[config.mk]
export PLATFORM = sky130hd
export DESIGN_NAME = value_to_rgb_colormap
export DESIGN_NICKNAME = d
export VERILOG_FILES = /design/src/design/vrc_pkg.sv /design/src/design/vrc_prep.sv /design/src/design/vrc_div_cell.sv /design/src/design/value_to_rgb_colormap.sv
export SDC_FILE = /design/constraint.sdc
export NUM_CORES = 2
export LEC_CHECK = 0
export BUFFER_PORTS_ARGS = -buffer_cell sky130_fd_sc_hd__buf_2
export CORE_AREA = 2 2 373 375
export DETAILED_ROUTE_END_ITERATION = 16
export DIE_AREA = 0 0 375 377
export GPL_ROUTABILITY_DRIVEN = 0
export PLACE_DENSITY = 0.73
export SYNTH_ARGS = -nofsm -noshare
export SYNTH_HDL_FRONTEND = slang
export SYNTH_SLANG_ARGS = --single-unit
[constraint.sdc]
create_clock -name clk -period 10.3 [get_ports clk]
set_input_delay 2.06 -clock clk [delete_from_list [all_inputs] [get_ports clk]]
set_output_delay 2.06 -clock clk [all_outputs]
set_load 0.005 [all_outputs]
[src/design/vrc_pkg.sv]
package vrc_pkg;

  localparam int SAMPLE_W = 32;
  localparam int THR_W    = 31;
  localparam int CHAN_W   = 8;
  localparam int DEN_W    = THR_W + 1;
  // The largest numerator is 510 times the threshold, which stays below 2**40.
  localparam int REM_W    = 40;
  localparam int W_W      = 36;
  localparam int COEF_W   = 13;
  localparam int ADDR_W   = 3;
  localparam int DATA_W   = 32;

  localparam logic [THR_W-1:0] THRESH_RESET = THR_W'(65536);

  // Register index, taken from the word address.
  localparam logic REG_THRESHOLD = 1'b0;
  localparam logic REG_MODE      = 1'b1;

  typedef enum logic [1:0] {
    MODE_HEAT    = 2'd0,
    MODE_RGB     = 2'd1,
    MODE_BW      = 2'd2,
    MODE_UNKNOWN = 2'd3
  } mode_t;

  // How the quotient of the divider chain turns into the three channels.
  typedef enum logic [3:0] {
    TAG_HEAT_DARK_BLUE = 4'd0,
    TAG_HEAT_BLUE      = 4'd1,
    TAG_HEAT_CYAN      = 4'd2,
    TAG_HEAT_YELLOW    = 4'd3,
    TAG_HEAT_RED       = 4'd4,
    TAG_RGB_BLACK      = 4'd5,
    TAG_RGB_SAT        = 4'd6,
    TAG_RGB_HIGH       = 4'd7,
    TAG_RGB_MID        = 4'd8,
    TAG_RGB_LOW        = 4'd9,
    TAG_BW             = 4'd10,
    TAG_BAD            = 4'd11
  } tag_t;

  // Numerator is 255*w + coef*thr, the divisor is 2*thr.
  typedef struct packed {
    logic signed [W_W-1:0]    w;
    logic signed [COEF_W-1:0] coef;
    logic [THR_W-1:0]         thr;
    tag_t                     tag;
  } prep_beat_t;

  typedef struct packed {
    logic [REM_W-1:0]  rem;
    logic [CHAN_W-1:0] quo;
    logic [DEN_W-1:0]  den;
    tag_t              tag;
  } div_beat_t;

endpackage

[src/design/vrc_prep.sv]
module vrc_prep (
  input  logic                             clk,
  input  logic                             rst,
  input  logic                             in_valid,
  output logic                             in_ready,
  input  logic [vrc_pkg::SAMPLE_W-1:0]     sample_value,
  input  logic [vrc_pkg::THR_W-1:0]        threshold,
  input  vrc_pkg::mode_t                   map_mode,
  output logic                             out_valid,
  input  logic                             out_ready,
  output vrc_pkg::div_beat_t               out_beat
);
  import vrc_pkg::*;

  localparam logic signed [COEF_W-1:0] C_ZERO = COEF_W'(0);
  localparam logic signed [COEF_W-1:0] C_P255 = COEF_W'(255);
  localparam logic signed [COEF_W-1:0] C_M255 = -COEF_W'(255);
  localparam logic signed [COEF_W-1:0] C_M765 = -COEF_W'(765);
  localparam logic signed [COEF_W-1:0] C_P1785 = COEF_W'(1785);
  localparam logic signed [COEF_W-1:0] C_P2295 = COEF_W'(2295);
  localparam logic signed [COEF_W-1:0] C_M1020 = -COEF_W'(1020);
  localparam logic signed [COEF_W-1:0] C_M510 = -COEF_W'(510);

  logic             a_valid;
  logic             b_valid;
  logic             a_load;
  logic             b_load;
  prep_beat_t       a_beat;
  prep_beat_t       a_next;
  div_beat_t        b_next;

  logic [THR_W-1:0] t;
  logic             neg;
  logic             over;
  logic [THR_W-1:0] vc;
  logic [THR_W+2:0] e8;
  logic [THR_W+2:0] u;
  logic [THR_W+2:0] t1;
  logic [THR_W+2:0] t2;
  logic [THR_W+2:0] t3;
  logic [THR_W+2:0] t4;
  logic [THR_W+2:0] t5;
  logic [THR_W+2:0] t6;
  logic [THR_W+2:0] t7;
  logic [THR_W-1:0] diff;

  logic signed [W_W+8:0] wx;
  logic signed [W_W+8:0] p;
  logic signed [W_W+8:0] ct;
  logic signed [W_W+8:0] num;

  assign b_load   = !b_valid || out_ready;
  assign a_load   = !a_valid || b_load;
  assign in_ready = a_load;
  assign out_valid = b_valid;

  // First stage: clamp, find the segment, pick the linear ramp.
  always_comb begin
    t    = (threshold == '0) ? THR_W'(1) : threshold;
    neg  = sample_value[SAMPLE_W-1];
    over = !neg && (sample_value[THR_W-1:0] > t);
    vc   = neg ? '0 : (over ? t : sample_value[THR_W-1:0]);
    e8   = {vc, 3'b000};
    u    = {3'b000, sample_value[THR_W-1:0]};
    t1   = {3'b000, t};
    t2   = t1 << 1;
    t4   = t1 << 2;
    t3   = t1 + t2;
    t5   = t1 + t4;
    t6   = t2 + t4;
    t7   = (t1 << 3) - t1;
    diff = t - vc;

    a_next.thr  = t;
    a_next.w    = '0;
    a_next.coef = C_ZERO;
    a_next.tag  = TAG_BAD;
    unique case (map_mode)
      MODE_HEAT: begin
        if (e8 < t1) begin
          a_next.w    = $signed({2'b00, e8});
          a_next.coef = C_P255;
          a_next.tag  = TAG_HEAT_DARK_BLUE;
        end else if (e8 < t3) begin
          a_next.w    = $signed({2'b00, e8});
          a_next.coef = C_M255;
          a_next.tag  = TAG_HEAT_BLUE;
        end else if (e8 < t5) begin
          a_next.w    = $signed({2'b00, e8});
          a_next.coef = C_M765;
          a_next.tag  = TAG_HEAT_CYAN;
        end else if (e8 < t7) begin
          a_next.w    = -$signed({2'b00, e8});
          a_next.coef = C_P1785;
          a_next.tag  = TAG_HEAT_YELLOW;
        end else begin
          a_next.w    = -$signed({2'b00, e8});
          a_next.coef = C_P2295;
          a_next.tag  = TAG_HEAT_RED;
        end
      end
      MODE_RGB: begin
        if (neg) begin
          a_next.tag = TAG_RGB_BLACK;
        end else if (u >= t6) begin
          a_next.tag = TAG_RGB_SAT;
        end else if (u >= t4) begin
          a_next.w    = $signed({2'b00, u});
          a_next.coef = C_M1020;
          a_next.tag  = TAG_RGB_HIGH;
        end else if (u >= t2) begin
          a_next.w    = $signed({2'b00, u});
          a_next.coef = C_M510;
          a_next.tag  = TAG_RGB_MID;
        end else begin
          a_next.w   = $signed({2'b00, u});
          a_next.tag = TAG_RGB_LOW;
        end
      end
      MODE_BW: begin
        // 255*(t-v)/t is computed as 510*(t-v) over 2t like the other ramps.
        a_next.w   = $signed({4'b0000, diff, 1'b0});
        a_next.tag = TAG_BW;
      end
      MODE_UNKNOWN: begin
        a_next.tag = TAG_BAD;
      end
    endcase
  end

  // Second stage: form the numerator and the divisor.
  always_comb begin
    wx  = (W_W+9)'(a_beat.w);
    p   = (wx <<< 8) - wx;
    ct  = a_beat.coef * $signed({1'b0, a_beat.thr});
    num = p + ct;
    b_next.rem = num[REM_W-1:0];
    b_next.quo = '0;
    b_next.den = {a_beat.thr, 1'b0};
    b_next.tag = a_beat.tag;
  end

  always_ff @(posedge clk) begin
    if (rst) begin
      a_valid <= 1'b0;
      b_valid <= 1'b0;
    end else begin
      if (a_load) begin
        a_valid <= in_valid;
      end
      if (b_load) begin
        b_valid <= a_valid;
      end
    end
    if (a_load && in_valid) begin
      a_beat <= a_next;
    end
    if (b_load && a_valid) begin
      out_beat <= b_next;
    end
  end

endmodule

[src/design/vrc_div_cell.sv]
module vrc_div_cell #(
  parameter int unsigned BIT = 0
) (
  input  logic                clk,
  input  logic                rst,
  input  logic                in_valid,
  output logic                in_ready,
  input  vrc_pkg::div_beat_t  in_beat,
  output logic                out_valid,
  input  logic                out_ready,
  output vrc_pkg::div_beat_t  out_beat
);
  import vrc_pkg::*;

  logic [REM_W:0] trial;
  div_beat_t      beat_next;

  assign in_ready = !out_valid || out_ready;

  // One restoring step: try the divisor shifted to this quotient bit.
  always_comb begin
    beat_next = in_beat;
    trial = {1'b0, in_beat.rem} - ((REM_W+1)'(in_beat.den) << BIT);
    if (!trial[REM_W]) begin
      beat_next.rem = trial[REM_W-1:0];
      beat_next.quo = in_beat.quo | (CHAN_W'(1) << BIT);
    end
  end

  always_ff @(posedge clk) begin
    if (rst) begin
      out_valid <= 1'b0;
    end else if (in_ready) begin
      out_valid <= in_valid;
    end
    if (in_ready && in_valid) begin
      out_beat <= beat_next;
    end
  end

endmodule

[src/design/value_to_rgb_colormap.sv]
// Channel   Handshake                     Payload
// input     in_valid / in_ready           sample_value[31:0] (signed)
// output    out_valid / out_ready         red[7:0], green[7:0], blue[7:0], bad_mode
// config    psel/penable/pwrite/pready    paddr[2:0], pwdata[31:0], prdata[31:0]
//
// One beat per cycle is taken and delivered while out_ready is high; an accepted beat
// passes the second setup stage and the eight cells into the output register.
// Most of the pipeline is the eight-cell restoring divider, one quotient bit a cell.
// Reset empties every stage and loads threshold 1.0 and the heatmap mode.
// With out_ready low the output holds, empty stages still fill, and in_ready
// drops only once every stage is full.
module value_to_rgb_colormap (
  input  logic        clk,
  input  logic        rst,
  input  logic        in_valid,
  output logic        in_ready,
  input  logic [31:0] sample_value,
  output logic        out_valid,
  input  logic        out_ready,
  output logic [7:0]  red,
  output logic [7:0]  green,
  output logic [7:0]  blue,
  output logic        bad_mode,
  input  logic        psel,
  input  logic        penable,
  input  logic        pwrite,
  input  logic [2:0]  paddr,
  input  logic [31:0] pwdata,
  output logic [31:0] prdata,
  output logic        pready
);
  import vrc_pkg::*;

  logic [THR_W-1:0] threshold;
  logic [1:0]       map_mode;
  logic             cfg_write;

  logic             chain_valid [CHAN_W+1];
  logic             chain_ready [CHAN_W+1];
  div_beat_t        chain_beat  [CHAN_W+1];

  div_beat_t        last;
  logic             nz;
  logic [CHAN_W-1:0] q;
  logic [CHAN_W-1:0] red_next;
  logic [CHAN_W-1:0] green_next;
  logic [CHAN_W-1:0] blue_next;
  logic             bad_next;
  logic             o_load;

  assign pready    = 1'b1;
  assign cfg_write = psel && penable && pwrite && pready;

  always_ff @(posedge clk) begin
    if (rst) begin
      threshold <= THRESH_RESET;
      map_mode  <= MODE_HEAT;
    end else if (cfg_write) begin
      unique case (paddr[2])
        REG_THRESHOLD: threshold <= pwdata[THR_W-1:0];
        REG_MODE:      map_mode  <= pwdata[1:0];
      endcase
    end
  end

  always_comb begin
    unique case (paddr[2])
      REG_THRESHOLD: prdata = {{(DATA_W-THR_W){1'b0}}, threshold};
      REG_MODE:      prdata = {{(DATA_W-2){1'b0}}, map_mode};
    endcase
  end

  vrc_prep u_prep (
    .clk          (clk),
    .rst          (rst),
    .in_valid     (in_valid),
    .in_ready     (in_ready),
    .sample_value (sample_value),
    .threshold    (threshold),
    .map_mode     (mode_t'(map_mode)),
    .out_valid    (chain_valid[0]),
    .out_ready    (chain_ready[0]),
    .out_beat     (chain_beat[0])
  );

  // Cell k settles quotient bit CHAN_W-1-k, most significant first.
  for (genvar k = 0; k < CHAN_W; k++) begin : g_cell
    vrc_div_cell #(
      .BIT (CHAN_W - 1 - k)
    ) u_cell (
      .clk       (clk),
      .rst       (rst),
      .in_valid  (chain_valid[k]),
      .in_ready  (chain_ready[k]),
      .in_beat   (chain_beat[k]),
      .out_valid (chain_valid[k+1]),
      .out_ready (chain_ready[k+1]),
      .out_beat  (chain_beat[k+1])
    );
  end

  assign o_load             = !out_valid || out_ready;
  assign chain_ready[CHAN_W] = o_load;
  assign last               = chain_beat[CHAN_W];
  assign q                  = last.quo;
  assign nz                 = |last.rem;

  always_comb begin
    red_next   = '0;
    green_next = '0;
    blue_next  = '0;
    bad_next   = 1'b0;
    case (last.tag)
      TAG_HEAT_DARK_BLUE: blue_next = q;
      TAG_HEAT_BLUE: begin
        green_next = q;
        blue_next  = 8'd255;
      end
      TAG_HEAT_CYAN: begin
        // The falling blue ramp is 255 minus the rising red ramp, rounded up.
        red_next   = q;
        green_next = 8'd255;
        blue_next  = 8'd255 - q - {7'b0, nz};
      end
      TAG_HEAT_YELLOW: begin
        red_next   = 8'd255;
        green_next = q;
      end
      TAG_HEAT_RED:  red_next = q;
      TAG_RGB_BLACK: red_next = '0;
      TAG_RGB_SAT:   red_next = 8'd255;
      TAG_RGB_HIGH: begin
        red_next   = q;
        green_next = 8'd255 - q;
      end
      TAG_RGB_MID: begin
        green_next = q;
        blue_next  = 8'd255 - q;
      end
      TAG_RGB_LOW: blue_next = q;
      TAG_BW: begin
        red_next   = q;
        green_next = q;
        blue_next  = q;
      end
      TAG_BAD: bad_next = 1'b1;
      default: bad_next = 1'b1;
    endcase
  end

  always_ff @(posedge clk) begin
    if (rst) begin
      out_valid <= 1'b0;
    end else if (o_load) begin
      out_valid <= chain_valid[CHAN_W];
    end
    if (o_load && chain_valid[CHAN_W]) begin
      red      <= red_next;
      green    <= green_next;
      blue     <= blue_next;
      bad_mode <= bad_next;
    end
  end

`ifndef SYNTHESIS
  a_bad_is_black: assert property (@(posedge clk) disable iff (rst)
    out_valid && bad_mode |-> red == '0 && green == '0 && blue == '0)
    else $error("unknown mode beat carries a color");

  a_stall_only_when_full: assert property (@(posedge clk) disable iff (rst)
    !in_ready |-> out_valid && !out_ready)
    else $error("input stalled while the output is free");

  a_div_remainder: assert property (@(posedge clk) disable iff (rst)
    chain_valid[CHAN_W] |-> last.rem < REM_W'(last.den))
    else $error("divider remainder not below the divisor");
`endif

endmodule

* Word-level counts from Yosys, hierarchy flattened *
Cells that the tools add are included.

cells by class
  add/sub/neg operators = 18
  $mul = 1
  div/mod/pow operators = 0
  $lt $le $gt $ge = 8
  equality and inequality tests = 13
  shift-type cells = 0
  multiplexer cells = 35
  bitwise gates (word level) = 1
  reduce and logical (&&, ||, !) cells = 48

operators by type and width
  operator                             count
  two-way mux 48 bit                   8
  two-way mux 49 bit                   4
  one-hot mux 36 bit (3 select lines)  1
  < comparator 34 bit                  3
  two-way mux 31 bit                   3
  one-hot mux 32 bit (2 select lines)  1
  two-way mux 44 bit                   1
  subtractor 40 x 32 -> 41 bit         1
  subtractor 40 x 33 -> 41 bit         1
  subtractor 40 x 34 -> 41 bit         1
  subtractor 40 x 35 -> 41 bit         1
  subtractor 40 x 36 -> 41 bit         1
  subtractor 40 x 37 -> 41 bit         1
  subtractor 40 x 38 -> 41 bit         1
  subtractor 40 x 39 -> 41 bit         1
  adder 40 bit                         1
  multiplier 13 x 32 -> 40 bit         1
  OR reduction 40 bit                  1
  subtractor 40 x 36 -> 40 bit         1
  negation 34 -> 36 bit                1
  adder 31 x 33 -> 34 bit              1
  adder 32 x 33 -> 34 bit              1
  >= comparator 31 x 34 -> 1 bit       1
  < comparator 34 x 31 -> 1 bit        1
  other kinds (36)                     86

storage, ports and cells
  bits in registers = 861
  bits in latches = 0
  RAM bits = 0
  bits in read-only memories = 0
  output and inout bits = 60
  word-level logic and storage cells = 187
  memories = 0

* Longest topological paths before layout *
  depth after elaboration = 13
  gate-level depth with buffers = 32
  gate-level depth less buffers = 30

* Cells and area by module *
Synthesis repeated with hierarchy kept, for this count alone.

unflattened totals
  cell total of the unflattened synthesis = 7,345
  area total of the unflattened synthesis = 73,850.8 sq um

modules (own cells, without submodules)
  module                            times used  cells an instance  area an instance (sq um)  seq. area each (sq um)
  vrc_prep                          1           3,322              31,477.7                  4,724.5
  vrc_div_cell at g_cell[4].u_cell  1           488                5,027.3                   2,542.4
  vrc_div_cell at g_cell[7].u_cell  1           473                4,978.5                   2,542.4
  vrc_div_cell at g_cell[3].u_cell  1           475                4,924.7                   2,542.4
  vrc_div_cell at g_cell[5].u_cell  1           453                4,919.7                   2,542.4
  vrc_div_cell at g_cell[6].u_cell  1           461                4,883.4                   2,542.4
  vrc_div_cell at g_cell[1].u_cell  1           435                4,834.6                   2,542.4
  vrc_div_cell at g_cell[2].u_cell  1           435                4,798.4                   2,542.4
  vrc_div_cell at g_cell[0].u_cell  1           418                4,725.8                   2,542.4
  value_to_rgb_colormap             1           385                3,280.6                   1,431.4

* Worst setup path before layout *
Ideal clock, no wire load.

  path kind = input port to flip-flop
  start point = input port out_ready
  end point = register g_cell[4].u_cell.out_beat[0] (netlist name), enable pin
  library setup time = 0.640 ns
  arrival time = 8.375 ns
  required time = 9.660 ns
  path slack = 1.285 ns
  stages = 4
  path through = nor2b_1 > and3_1 > and2_0 > a21boi_0

on the way
  cells in the longest elaborated chain, start to end = 6

RTL lines
  item                           line                          text
  start, declared                value_to_rgb_colormap.sv:19   input logic out_ready,
  logical OR 1 bit               value_to_rgb_colormap.sv:102  assign o_load = !out_valid || out_ready;
  logical OR 1 bit (4 in a row)  vrc_div_cell.sv:18            assign in_ready = !out_valid || out_ready;
  logical AND 1 bit              vrc_div_cell.sv:36            if (in_ready && in_valid) begin
  end signal, assigned           vrc_div_cell.sv:37            out_beat <= beat_next;
  end, declared                  vrc_div_cell.sv:11            output vrc_pkg::div_beat_t out_beat

No other way between the ends.
A chain may end at the register's enable or synchronous reset.

==> metrics.cfg <==
[timing]
tightest_slew_ns = 1.21
fin_crit_sh = 0.838
fin_skew_ns = 0.0465
finalMaxSlewViolations = 0
finalCriticalPeriod_ns = 8.63
setup_ws_ns = 1.67
setup-violations-final = 0
tns_ns = 0
max_slew_margin = 0.197
max_freq_mhz = 116
hold_viol = 0
rsz0062_at_grt = false

[synth]
ys_ff_latch = 830
synth_cells = 6773
syn_area_sq_mm = 0.0681
synth-seq-area-share = 0.360
synth-edff-count = 786
syn_area_per_cell_sq_um = 10.1
synthTopCellsByArea = edfxtp_1 (35%), ha_1 (13%), fa_1 (12%)
ys.flop_type = edfxtp_1
yosysWarnings = 0
synth_cell_type_count = 110
synth-async-reset-ratio = 0
syn_nets = 7960
synth_top_area_frac = 0.347
synth_top_area_cell = edfxtp_1

[power]
p_int_mw = 13.3
vdd_drop_max_mv = 0.591
power_mw = 23.0
power.leakage_nw = 31.4
p_sw_mw = 9.73
pwr-share-comb = 0.645
powerDensity_mw_per_mm2 = 312
switching_share = 0.422
clkPwrFrac = 0.141
seqPwrFrac = 0.214

[placement]
dpl_worst_slack_ns = 1.17
numPortBuffers = 128
place_area_sq_mm = 0.0708
post-dp-hpwl_microns = 120000

[route]
num_vias = 49500
drtPass1Iterations = 6
ant_nets = 0
drc = 0
drt_iter0_drc = 3376
routed_wl_microns = 151000
vias_per_cell = 5.66
drt-wirelength-per-cell_microns = 17.3

[cts]
htree_num_levels = 3
clk_pin_slew_ns = 0.07
cts-root-buf = clkbuf_16
cts_tree = done
worstSkewPairLatency_ns = 0.70
cts_resized = 0
holdBufCountCts = 0
postCtsSetupRepairBufs = 0
cts_sinks = 830
cts_made_buffers = 89
cts_buffer_depth = 3

[global_route]
grt_pass1_wl_microns = 250000
grt_max_degree = 82
overflow = 0
grt_pass1_vias = 51000
grt_antenna_before_repair = 2
grt.total_usage = 0.215

[setup_path]
cp_max_fo = 15
slowest_stage = nor4_1
cp-end-kind = flip-flop
startpoint_type = flip-flop
arrival_ns = 9.03
crit_type = flip-flop to flip-flop
slowest_delay_ns = 0.92
critPathRequiredTime_ns = 10.70

[floorplan]
coreArea_sq_mm = 0.137
ios = 134
die_y_microns = 377
initial_core_util = 0.497
dieArea_sq_mm = 0.141
rows = 136
die_x_microns = 375

[finish]
finalNetCount = 8056
n_antenna_cell = 0
final_common_cell = inv_1
area_growth_pct = 8.46
fin_area_sq_mm = 0.0739
mostFrequentLayoutCells = inv_1 (795), edfxtp_1 (786), ha_1 (719)
drive_above_1_share = 0.0643

[status]
status = finished, final reports clean

[flow_run]
cap_violations = 0

[min_path]
hold_class = flip-flop to flip-flop

==> worst max-delay path: cells and delay by family, from the launching register on <==
kind,cells,cell delay [ns]
flip-flops,1,0.57
buffers and inverters,4,0.73
AND/OR/NAND/NOR,9,2.41
AO/OA/AOI/OAI,13,3.45
adder cells (fa/ha/maj),3,0.90
XOR/XNOR,2,0.23
==> final timing paths <==
check                                start                            end  slack, ns  cells past startpoint
max                           threshold[7]              u_prep.a_beat[61]       1.67                     31
min          g_cell[4].u_cell.out_beat[46]  g_cell[5].u_cell.out_beat[46]       0.40                      0
max reg2reg                   threshold[7]              u_prep.a_beat[61]       1.67                     31
min reg2reg  g_cell[4].u_cell.out_beat[46]  g_cell[5].u_cell.out_beat[46]       0.40                      0
==> registers in the layout, indices dropped and copies added, names as in the netlist <==
register	cells
u_prep.out_valid	1
u_prep.a_valid	1
bad_mode	1
threshold	31
u_prep.a_beat	81
green	8
u_prep.out_beat	75
map_mode	2
g_cell.u_cell.out_valid	8
blue	8
g_cell.u_cell.out_beat	605
out_valid	1
red	8
==> layout make-up <==
type,count,area [sq um]
Clock inverter,43,533
Multi-Input combinational cell,4958,40000
Fill cell,11500,63100
Tap cell,1794,2240
Sequential cell,830,24500
Inverter,800,3010
Timing Repair Buffer,190,1110
Clock buffer,119,2490
==> logic make-up (layout without fill, tap and decap cells) <==
group,after synthesis,after routing,synth area share
simple gates,1796,1796,0.131
other cells,2,2,0.000110
mux,36,36,0.00571
compound gates,1603,1603,0.148
flops,830,830,0.360
xor+xnor,407,407,0.0524
buf+inv,985,1152,0.0551
fa+ha+maj,1114,1114,0.248
==> routing by layer <==
layer,wire (microns),part of all wire,vias to the layer above,track usage
met1,60800,0.40,23600,0.249
met4,8230,0.054,2,0.110
met2,75300,0.50,1388,0.390
met3,7160,0.047,478,0.0287
met5,9,0.000059,-,0
li1,-,-,24000,-
==> synthesized netlist by cell type (184+ instances only) <==
cell	n
xor2_1	184
a21o_1	188
xnor2_1	223
and2_1	252
o21ai_0	428
nand2_1	506
nor2_1	387
inv_1	795
a21oi_1	464
fa_1	394
edfxtp_1	786
ha_1	719
==> power groups by stage <==
stage	Sequential, mW	Clock, mW	Combinational, mW
3_5_place_dp	5.00	0	14.8
5_1_grt	4.95	3.45	16.9
4_1_cts	4.93	3.32	14.9
3_3_place_gp	4.99	0	14.3
6_report	4.93	3.24	14.9
2_1_floorplan	4.89	0	11.7
==> through the flow <==
| stage | utilization | hold slack (ns) | cells |
|---|---|---|---|
| after global routing | 0.539 | 0.415 | 8734 |
| after CTS | 0.539 | 0.400 | 8734 |
| after global placement | 0.517 | 0.404 | 8572 |
| after floorplan | - | 0.400 | 6773 |
| after detailed placement | 0.517 | 0.405 | 8572 |
| final | 0.539 | 0.401 | 8734 |
No activity file was read; power rests on OpenSTA's default activity.
